File: src/hw/rtl/urt_pkg.sv
`timescale 1ns / 1ps
// ----------------------------------------------------------------------------
// urt_pkg
// Shared types and constants of the 8N1 UART transceiver with receive FIFO.
// ----------------------------------------------------------------------------
package urt_pkg;

  localparam int unsigned FIFO_DEPTH_DEF = 64;

  localparam logic [15:0] BIT_TIME_RST = 16'd104;

  localparam int unsigned CFG_IDX_W  = 2;
  localparam int unsigned CFG_DATA_W = 16;

  localparam logic [CFG_IDX_W-1:0] REG_BIT_TIME = 2'd0;
  localparam logic [CFG_IDX_W-1:0] REG_ENABLE   = 2'd1;

  localparam logic [3:0] DATA_BITS = 4'd8;
  localparam logic [3:0] STOP_IDX  = 4'd9;
  localparam logic [3:0] FRAME_END = 4'd10;

  localparam int unsigned IN_DATA_W  = 16;
  localparam int unsigned OUT_DATA_W = 24;

  typedef enum logic [1:0] {
    CMD_TICK  = 2'd0,
    CMD_WRITE = 2'd1,
    CMD_READ  = 2'd2,
    CMD_PEEK  = 2'd3
  } cmd_e;

  typedef struct packed {
    logic [15:0] period;
    logic        enable;
  } cfg_t;

  typedef struct packed {
    cmd_e       cmd;
    logic [7:0] tx_byte;
    logic       rx_level;
  } item_t;

  typedef struct packed {
    logic       valid;
    logic [7:0] data;
  } push_t;

  typedef struct packed {
    logic       valid;
    logic [7:0] data;
    logic [5:0] count;
  } rd_res_t;

  typedef struct packed {
    logic level;
    logic busy;
    logic accepted;
  } tx_res_t;

endpackage

File: src/hw/rtl/urt_rx.sv
`timescale 1ns / 1ps
// ----------------------------------------------------------------------------
// urt_rx
// Receive sampler: start edge detection, mid-bit sampling, byte push request.
// ----------------------------------------------------------------------------
module urt_rx (
  input  logic          clk_i,
  input  logic          rst_ni,
  input  logic          step_i,
  input  urt_pkg::cfg_t cfg_i,
  input  logic          level_i,
  output urt_pkg::push_t push_o
);
  import urt_pkg::*;

  logic        prev_q, prev_d;
  logic        active_q, active_d;
  logic [16:0] timer_q, timer_d;
  logic [3:0]  idx_q, idx_d;
  logic [7:0]  shift_q, shift_d;
  logic [16:0] dec;

  always_comb begin
    prev_d      = level_i;
    active_d    = active_q;
    timer_d     = timer_q;
    idx_d       = idx_q;
    shift_d     = shift_q;
    push_o      = '0;
    push_o.data = shift_q;
    dec         = timer_q - 17'd1;
    if (active_q) begin
      timer_d = dec;
      if (dec == '0) begin
        if (idx_q < DATA_BITS) begin
          shift_d = shift_q | (8'(level_i) << idx_q[2:0]);
          idx_d   = idx_q + 4'd1;
          timer_d = {1'b0, cfg_i.period};
        end else begin
          push_o.valid = 1'b1;
          active_d     = 1'b0;
        end
      end
    end else if (cfg_i.enable && prev_q && !level_i) begin
      active_d = 1'b1;
      timer_d  = {1'b0, cfg_i.period} + {2'b0, cfg_i.period[15:1]};
      idx_d    = '0;
      shift_d  = '0;
    end
    if (!step_i) begin
      push_o.valid = 1'b0;
    end
  end

  always_ff @(posedge clk_i or negedge rst_ni) begin
    if (!rst_ni) begin
      prev_q   <= 1'b1;
      active_q <= 1'b0;
      timer_q  <= '0;
      idx_q    <= '0;
      shift_q  <= '0;
    end else if (step_i) begin
      prev_q   <= prev_d;
      active_q <= active_d;
      timer_q  <= timer_d;
      idx_q    <= idx_d;
      shift_q  <= shift_d;
    end
  end

endmodule

File: src/hw/rtl/urt_fifo.sv
`timescale 1ns / 1ps
// ----------------------------------------------------------------------------
// urt_fifo
// Receive ring buffer with a prefetched head word and same-beat push bypass.
// ----------------------------------------------------------------------------
module urt_fifo #(
  parameter int unsigned FIFO_DEPTH = urt_pkg::FIFO_DEPTH_DEF
) (
  input  logic            clk_i,
  input  logic            rst_ni,
  input  logic            step_i,
  input  urt_pkg::push_t  push_i,
  input  urt_pkg::cmd_e   cmd_i,
  output urt_pkg::rd_res_t res_o
);
  import urt_pkg::*;

  localparam int unsigned PW    = $clog2(FIFO_DEPTH);
  localparam int unsigned CNT_W = (PW + 1 > 6) ? PW + 1 : 6;

  logic [7:0]    mem [FIFO_DEPTH];
  logic [7:0]    rdata_q;
  logic [PW-1:0] head_q, head_d, tail_q, tail_d;
  logic [PW-1:0] tail_nx, head_nx;
  logic          empty, push_ok, wr_en, is_rd;
  logic [PW:0]   diff, diff_fix;
  logic [CNT_W-1:0] cnt_w;

  always_comb begin
    tail_nx = (tail_q == PW'(FIFO_DEPTH - 1)) ? '0 : tail_q + 1'b1;
    head_nx = (head_q == PW'(FIFO_DEPTH - 1)) ? '0 : head_q + 1'b1;
    empty   = (head_q == tail_q);
    push_ok = push_i.valid && (tail_nx != head_q);
    wr_en   = step_i && push_ok;
    is_rd   = (cmd_i == CMD_READ) || (cmd_i == CMD_PEEK);
    tail_d  = push_ok ? tail_nx : tail_q;
    head_d  = head_q;
    res_o   = '0;
    if (is_rd && (!empty || push_ok)) begin
      res_o.valid = 1'b1;
      res_o.data  = empty ? push_i.data : rdata_q;
      if (cmd_i == CMD_READ) begin
        head_d = head_nx;
      end
    end
    if (!step_i) begin
      head_d = head_q;
      tail_d = tail_q;
    end
    diff     = {1'b0, tail_d} - {1'b0, head_d};
    diff_fix = diff[PW] ? diff + (PW + 1)'(FIFO_DEPTH) : diff;
    cnt_w    = CNT_W'(diff_fix);
    res_o.count = cnt_w[5:0];
  end

  // head word prefetch, bypassing a write to the slot about to be read
  always_ff @(posedge clk_i) begin
    if (wr_en) begin
      mem[tail_q] <= push_i.data;
    end
    if (wr_en && (tail_q == head_d)) begin
      rdata_q <= push_i.data;
    end else begin
      rdata_q <= mem[head_d];
    end
  end

  always_ff @(posedge clk_i or negedge rst_ni) begin
    if (!rst_ni) begin
      head_q <= '0;
      tail_q <= '0;
    end else begin
      head_q <= head_d;
      tail_q <= tail_d;
    end
  end

endmodule

File: src/hw/rtl/urt_tx.sv
`timescale 1ns / 1ps
// ----------------------------------------------------------------------------
// urt_tx
// Transmit shifter: start bit, eight data bits LSB first, stop bit.
// ----------------------------------------------------------------------------
module urt_tx (
  input  logic             clk_i,
  input  logic             rst_ni,
  input  logic             step_i,
  input  urt_pkg::cfg_t    cfg_i,
  input  urt_pkg::cmd_e    cmd_i,
  input  logic [7:0]       byte_i,
  output urt_pkg::tx_res_t res_o
);
  import urt_pkg::*;

  logic        active_q, active_d;
  logic [15:0] timer_q, timer_d;
  logic [3:0]  idx_q, idx_d;
  logic [7:0]  shift_q, shift_d;
  logic [15:0] dec;
  logic [3:0]  idx_inc;
  logic [3:0]  bit_sel;

  always_comb begin
    active_d = active_q;
    timer_d  = timer_q;
    idx_d    = idx_q;
    shift_d  = shift_q;
    res_o    = '0;
    dec      = timer_q - 16'd1;
    idx_inc  = idx_q + 4'd1;
    if (active_q) begin
      timer_d = dec;
      if (dec == '0) begin
        if (idx_inc >= FRAME_END) begin
          active_d = 1'b0;
          idx_d    = '0;
        end else begin
          idx_d   = idx_inc;
          timer_d = cfg_i.period;
        end
      end
    end
    if ((cmd_i == CMD_WRITE) && cfg_i.enable && !active_d) begin
      active_d       = 1'b1;
      idx_d          = '0;
      shift_d        = byte_i;
      timer_d        = cfg_i.period;
      res_o.accepted = 1'b1;
    end
    bit_sel    = idx_d - 4'd1;
    res_o.busy = active_d;
    if (!active_d || (idx_d >= STOP_IDX)) begin
      res_o.level = 1'b1;
    end else if (idx_d == '0) begin
      res_o.level = 1'b0;
    end else begin
      res_o.level = shift_d[bit_sel[2:0]];
    end
  end

  always_ff @(posedge clk_i or negedge rst_ni) begin
    if (!rst_ni) begin
      active_q <= 1'b0;
      timer_q  <= '0;
      idx_q    <= '0;
      shift_q  <= '0;
    end else if (step_i) begin
      active_q <= active_d;
      timer_q  <= timer_d;
      idx_q    <= idx_d;
      shift_q  <= shift_d;
    end
  end

endmodule

File: src/hw/rtl/uart_8n1_rx_fifo_tx_unit.sv
`timescale 1ns / 1ps
// ----------------------------------------------------------------------------
// uart_8n1_rx_fifo_tx_unit
// 8N1 UART transceiver with receive FIFO, one tick beat in, one result out.
//
//   channel  dir  fields (lsb first)
//   s_axis   in   command[1:0] tx_byte[9:2] rx_level[10]
//   m_axis   out  tx_level tx_busy write_accepted read_valid read_data rx_count
//   cfg      in   cfg_index_i (0 bit time, 1 enable), cfg_data_i
//
// one beat per clock sustained while the output is not stalled; the result of a
// beat is computed between the input register and the result register.
// the receive buffer head word is prefetched from its memory every cycle.
// an output stall holds the input register; no clearing pass after reset.
// ----------------------------------------------------------------------------
module uart_8n1_rx_fifo_tx_unit #(
  parameter int unsigned FIFO_DEPTH = urt_pkg::FIFO_DEPTH_DEF
) (
  input  logic                           clk_i,
  input  logic                           rst_ni,
  input  logic                           s_axis_tvalid,
  output logic                           s_axis_tready,
  // command[1:0], tx_byte[9:2], rx_level[10], zero fill
  input  logic [urt_pkg::IN_DATA_W-1:0]  s_axis_tdata,
  output logic                           m_axis_tvalid,
  input  logic                           m_axis_tready,
  // tx_level[0], tx_busy[1], write_accepted[2], read_valid[3],
  // read_data[11:4], rx_count[17:12], zero fill
  output logic [urt_pkg::OUT_DATA_W-1:0] m_axis_tdata,
  input  logic                           cfg_valid_i,
  output logic                           cfg_ready_o,
  input  logic [urt_pkg::CFG_IDX_W-1:0]  cfg_index_i,
  input  logic [urt_pkg::CFG_DATA_W-1:0] cfg_data_i
);
  import urt_pkg::*;

  logic [15:0] bit_time_q;
  logic        enable_q;
  cfg_t        cfg;
  logic        in_v_q, out_v_q, step;
  item_t       in_q;
  push_t       push;
  rd_res_t     rd_res;
  tx_res_t     tx_res;
  logic [OUT_DATA_W-1:0] out_q, out_d;

  assign cfg_ready_o = 1'b1;
  assign cfg.period  = (bit_time_q == '0) ? 16'd1 : bit_time_q;
  assign cfg.enable  = enable_q;

  always_ff @(posedge clk_i or negedge rst_ni) begin
    if (!rst_ni) begin
      bit_time_q <= BIT_TIME_RST;
      enable_q   <= 1'b0;
    end else if (cfg_valid_i) begin
      case (cfg_index_i)
        REG_BIT_TIME: bit_time_q <= cfg_data_i;
        REG_ENABLE:   enable_q   <= cfg_data_i[0];
        default: ;
      endcase
    end
  end

  assign step          = in_v_q && (!out_v_q || m_axis_tready);
  assign s_axis_tready = !in_v_q || step;

  always_ff @(posedge clk_i or negedge rst_ni) begin
    if (!rst_ni) begin
      in_v_q <= 1'b0;
    end else if (s_axis_tready) begin
      in_v_q <= s_axis_tvalid;
    end
  end

  always_ff @(posedge clk_i) begin
    if (s_axis_tvalid && s_axis_tready) begin
      in_q.cmd      <= cmd_e'(s_axis_tdata[1:0]);
      in_q.tx_byte  <= s_axis_tdata[9:2];
      in_q.rx_level <= s_axis_tdata[10];
    end
  end

  urt_rx u_rx (
    .clk_i   (clk_i),
    .rst_ni  (rst_ni),
    .step_i  (step),
    .cfg_i   (cfg),
    .level_i (in_q.rx_level),
    .push_o  (push)
  );

  urt_fifo #(
    .FIFO_DEPTH (FIFO_DEPTH)
  ) u_fifo (
    .clk_i  (clk_i),
    .rst_ni (rst_ni),
    .step_i (step),
    .push_i (push),
    .cmd_i  (in_q.cmd),
    .res_o  (rd_res)
  );

  urt_tx u_tx (
    .clk_i  (clk_i),
    .rst_ni (rst_ni),
    .step_i (step),
    .cfg_i  (cfg),
    .cmd_i  (in_q.cmd),
    .byte_i (in_q.tx_byte),
    .res_o  (tx_res)
  );

  assign out_d = {6'b0, rd_res.count, rd_res.data, rd_res.valid,
                  tx_res.accepted, tx_res.busy, tx_res.level};

  always_ff @(posedge clk_i or negedge rst_ni) begin
    if (!rst_ni) begin
      out_v_q <= 1'b0;
    end else if (!out_v_q || m_axis_tready) begin
      out_v_q <= in_v_q;
    end
  end

  always_ff @(posedge clk_i) begin
    if (step) begin
      out_q <= out_d;
    end
  end

  assign m_axis_tvalid = out_v_q;
  assign m_axis_tdata  = out_q;

endmodule

File: config.mk
export PLATFORM = sky130hd
export DESIGN_NAME = uart_8n1_rx_fifo_tx_unit
export DESIGN_NICKNAME = d
export VERILOG_FILES = /design/src/hw/rtl/urt_pkg.sv /design/src/hw/rtl/urt_rx.sv /design/src/hw/rtl/urt_fifo.sv /design/src/hw/rtl/urt_tx.sv /design/src/hw/rtl/uart_8n1_rx_fifo_tx_unit.sv
export SDC_FILE = /design/constraint.sdc
export NUM_CORES = 1
export LEC_CHECK = 0
export BUFFER_PORTS_ARGS = -buffer_cell sky130_fd_sc_hd__buf_2
export CAP_MARGIN = 20
export CORE_UTILIZATION = 50
export DETAILED_ROUTE_END_ITERATION = 10
export PLACE_DENSITY = 0.63
export SYNTH_ARGS = -nofsm -noshare
export SYNTH_HDL_FRONTEND = slang
export SYNTH_SLANG_ARGS = --single-unit
File: constraint.sdc
create_clock -name clk_i -period 7.4 [get_ports clk_i]
set_input_delay 1.48 -clock clk_i [delete_from_list [all_inputs] [get_ports clk_i]]
set_output_delay 1.48 -clock clk_i [all_outputs]
set_load 0.1 [all_outputs]
==> flow_metrics.tcl <==
set metrics [dict create \
    hold_path_class "reg2reg" \
    die-area_um2 56010 \
    clock_path_buffers 3 \
    rows 85 \
    dr_wl_met3_um 4086 \
    critPathSlowestCell "nor2_1" \
    synth_area_um2 27530 \
    hold_viol 0 \
    rr_startpoint "u_rx.timer_q[0]" \
    root_buffer "clkbuf_16" \
    cts_resized 0 \
    vias 14890 \
    start_util_pct 50.86 \
    startpoint_type "register" \
    cp_cell_sequence "inv_1 > ha_1 > or4b_1 > o31a_1 > nor4b_1 > nand4b_1 > or3_1 > a21oi_2 > nor2b_1 > nand3_1 > nor2_1" \
    timing.final.crit_period_ps 5705 \
    setup_viol 0 \
    cp.arrival_ps 5910 \
    dr.max_layer_used "met4" \
    clock_latency_ps 600 \
    antennaDiodeCount 0 \
    layout.nets 1808 \
    cp.required_ps 7610 \
    drt_pass1_iterations 8 \
    relSlewSlack_pct 26.24 \
    vias_per_cell 6.018 \
    htreeDepth 3 \
    final_core_utilization_pct 56.52 \
    grt_pass1_wl_um 92030 \
    yosysTopAreaCellShare_pct 59.00 \
    mostFrequentLayoutCells "541 x edfxtp_1, 170 x mux4_2, 147 x nor2_1, 93 x nand2_1, 79 x dfrtp_1" \
    ys_seq_area_share_pct 67.73 \
    synthArstFlopShare_pct 14.26 \
    slowest_delay_ps 950 \
    drt_iter0_drc 1332 \
    chipHeight_um 236.7 \
    antenna_found_initial 0 \
    r2r_cells 11 \
    core-area_um2 54130 \
    cts_sinks 638 \
    cp-startpoint "u_rx.timer_q[0]" \
    ys_ff_latch 638 \
    die-width_um 236.7 \
    finalMaxSlewViolations 0 \
    dpl_cell_area_um2 28470 \
    dr_wl_met2_um 29430 \
    endpoint "u_fifo.mem[51][0]" \
    post-cts-setup-buffers 0 \
    power.leakage_nw 10.03 \
    grt_max_degree 112 \
    synth_area_leaders "edfxtp_1 59%, mux4_2 14%, dfrtp_1 7.9%, nor2_1 2.0%, ha_1 1.7%" \
    p_per_area_nw_per_um2 269.8 \
    synth_warnings 0 \
    worstPathMaxFanout 9 \
    grt_usage_pct 22.29 \
    gr-total-overflow 0 \
    syn_inst 1676 \
    ir_drop_v 0.0002221 \
    pre_cts_slack_ps 1733 \
    cts_tree "done" \
    clk_pin_slew_worst_paths_ps 60 \
    r2r_end "u_fifo.mem[51][0]" \
    drc 0 \
    synthToLayoutAreaGrowth_pct 11.13 \
    post-route-period-util_pct 77.09 \
    finalInstanceArea_um2 30600 \
    end_kind "register" \
    synth_cell_types 80 \
    synth-edff-count 541 \
    fin_worst_skew_ps 22.78 \
    rsz0062_at_grt "no" \
    status "complete, no violations" \
    critical_path_class "reg2reg" \
    ff2ff_setup_slack_ps 1700 \
    num_io_pins 66 \
    drt-total-wl_um 60580 \
    multi_input_area_um2 8304 \
    worstHoldPathCells 2 \
    drt-wirelength-per-cell_um 24.48 \
    drive_gt1_share_pct 21.47 \
    postSynthAreaPerCell_um2 16.43 \
    grt_pass1_vias 14890 \
    wl_met1_um 25710 \
    ant_nets 0 \
    gp_congestion 0.8416 \
    hold_ws_ps 466.1 \
    setup_ws_ps 1695 \
    final-seq-area_um2 18670 \
    tns_ps 0 \
    io_buffers 53 \
    fillCellCount 4176 \
    post-dp-hpwl_um 37500 \
    clock.fmax_mhz 175.3 \
    maxCapViolCount 0 \
    synth_top_cell_by_area "edfxtp_1" \
    cts_buffers 68 \
    synthFlopType "edfxtp_1" \
    hold_buffers 0 \
    final_common_cell "edfxtp_1" \
    worst_pin_slew_ps 1096 \
]
synth_stat cells, drive strengths merged (4+ instances only):
library cell,n
dfstp,4
o22ai,6
clkbuf,61
nand2b,10
o2111ai,4
xor2,20
mux4,170
dfxtp,6
mux2,12
a21boi,6
ha,37
or4,5
inv,47
xnor2,26
edfxtp,541
mux2i,14
a21o,8
nand4,8
nand2,93
nand3b,7
o211ai,4
nor3b,5
nand4b,5
nand3,25
nor3,26
a211oi,7
o21a,4
a31oi,8
maj3,4
a21oi,57
o21ai,74
or3,10
or2,5
nor4b,5
a211o,4
buf,37
o31a,6
dfrtp,87
nor4,16
and2,5
nor2,147
nor2b,9
and3,6
flip-flops by register name (all words and copies together) (netlist names), named ones only:
signal	count
bit_time_q	16
enable_q	1
in_q	11
m_axis_tdata	18
u_rx.prev_q	1
u_rx.timer_q	17
m_axis_tvalid	1
u_fifo.tail_q	6
u_rx.idx_q	4
u_tx.shift_q	8
u_tx.active_q	1
u_tx.idx_q	4
in_v_q	1
u_rx.shift_q	8
u_fifo.head_q	6
u_fifo.mem	512
u_rx.active_q	1
u_tx.timer_q	16
per-stage QoR:
| stage | power [mW] | std cells |
|---|---|---|
| 2_1_floorplan | 4.897 | 1681 |
| 3_3_place_gp | 5.081 | 2355 |
| 3_5_place_dp | 5.105 | 2355 |
| 4_1_cts | 8.315 | 2474 |
| 5_1_grt | 8.588 | 2475 |
| 6_report | 8.254 | 2475 |
critical path, delay by kind of cell (launching register included):
family          cells  cell delay (ps)
buf+inv             1              110
fa+ha+maj           1              290
flops               1              450
compound gates      2              740
simple gates        7             3730
cell type report:
cell class	count	area share [%]
inverter	48	0.5889
clock inverter	34	0.8383
multi-input combinational	897	27.14
sequential	638	61.01
timing repair buffer	77	1.570
clock buffer	85	6.007
tap	696	2.846
metal layers:
layer / vias to the layer above / global-route usage, %
met1: 7598 / 31.31
met3: 93 / 4.547
met5: - / 0
met4: 0 / 6.375
li1: 6677 / -
met2: 526 / 35.53
worst min-delay path by stage:
| stage | from | end |
|---|---|---|
| 3_5_place_dp | u_rx.prev_q | u_rx.prev_q |
| 3_3_place_gp | u_rx.prev_q | u_rx.prev_q |
| 6_report | u_rx.prev_q | u_rx.prev_q |
| 4_1_cts | u_rx.prev_q | u_rx.prev_q |
| 5_1_grt | in_q[5] | u_tx.shift_q[4] |
| 2_1_floorplan | u_rx.prev_q | u_rx.prev_q |
power breakdown:
group,leakage [nW],internal (mW),switching [mW]
combinational,2.78,0.341,0.539
clock,1.02,1.87,1.34
sequential,6.22,3.99,0.175
total,10.0,6.20,2.05
cell families (layout without fill, tap and decap cells):
logic type      count (synthesis)  count (layout)  share of synthesized area, %
buf+inv                       146             244                         2.195
fa+ha+maj                      43              43                         1.981
other cells                     2               7                       0.02728
compound gates                213             213                         4.885
flops                         638             638                         67.73
simple gates                  392             392                         6.812
xor+xnor                       46              46                         1.463
mux                           196             196                         14.91
No activity file was read; power rests on OpenSTA's default activity.
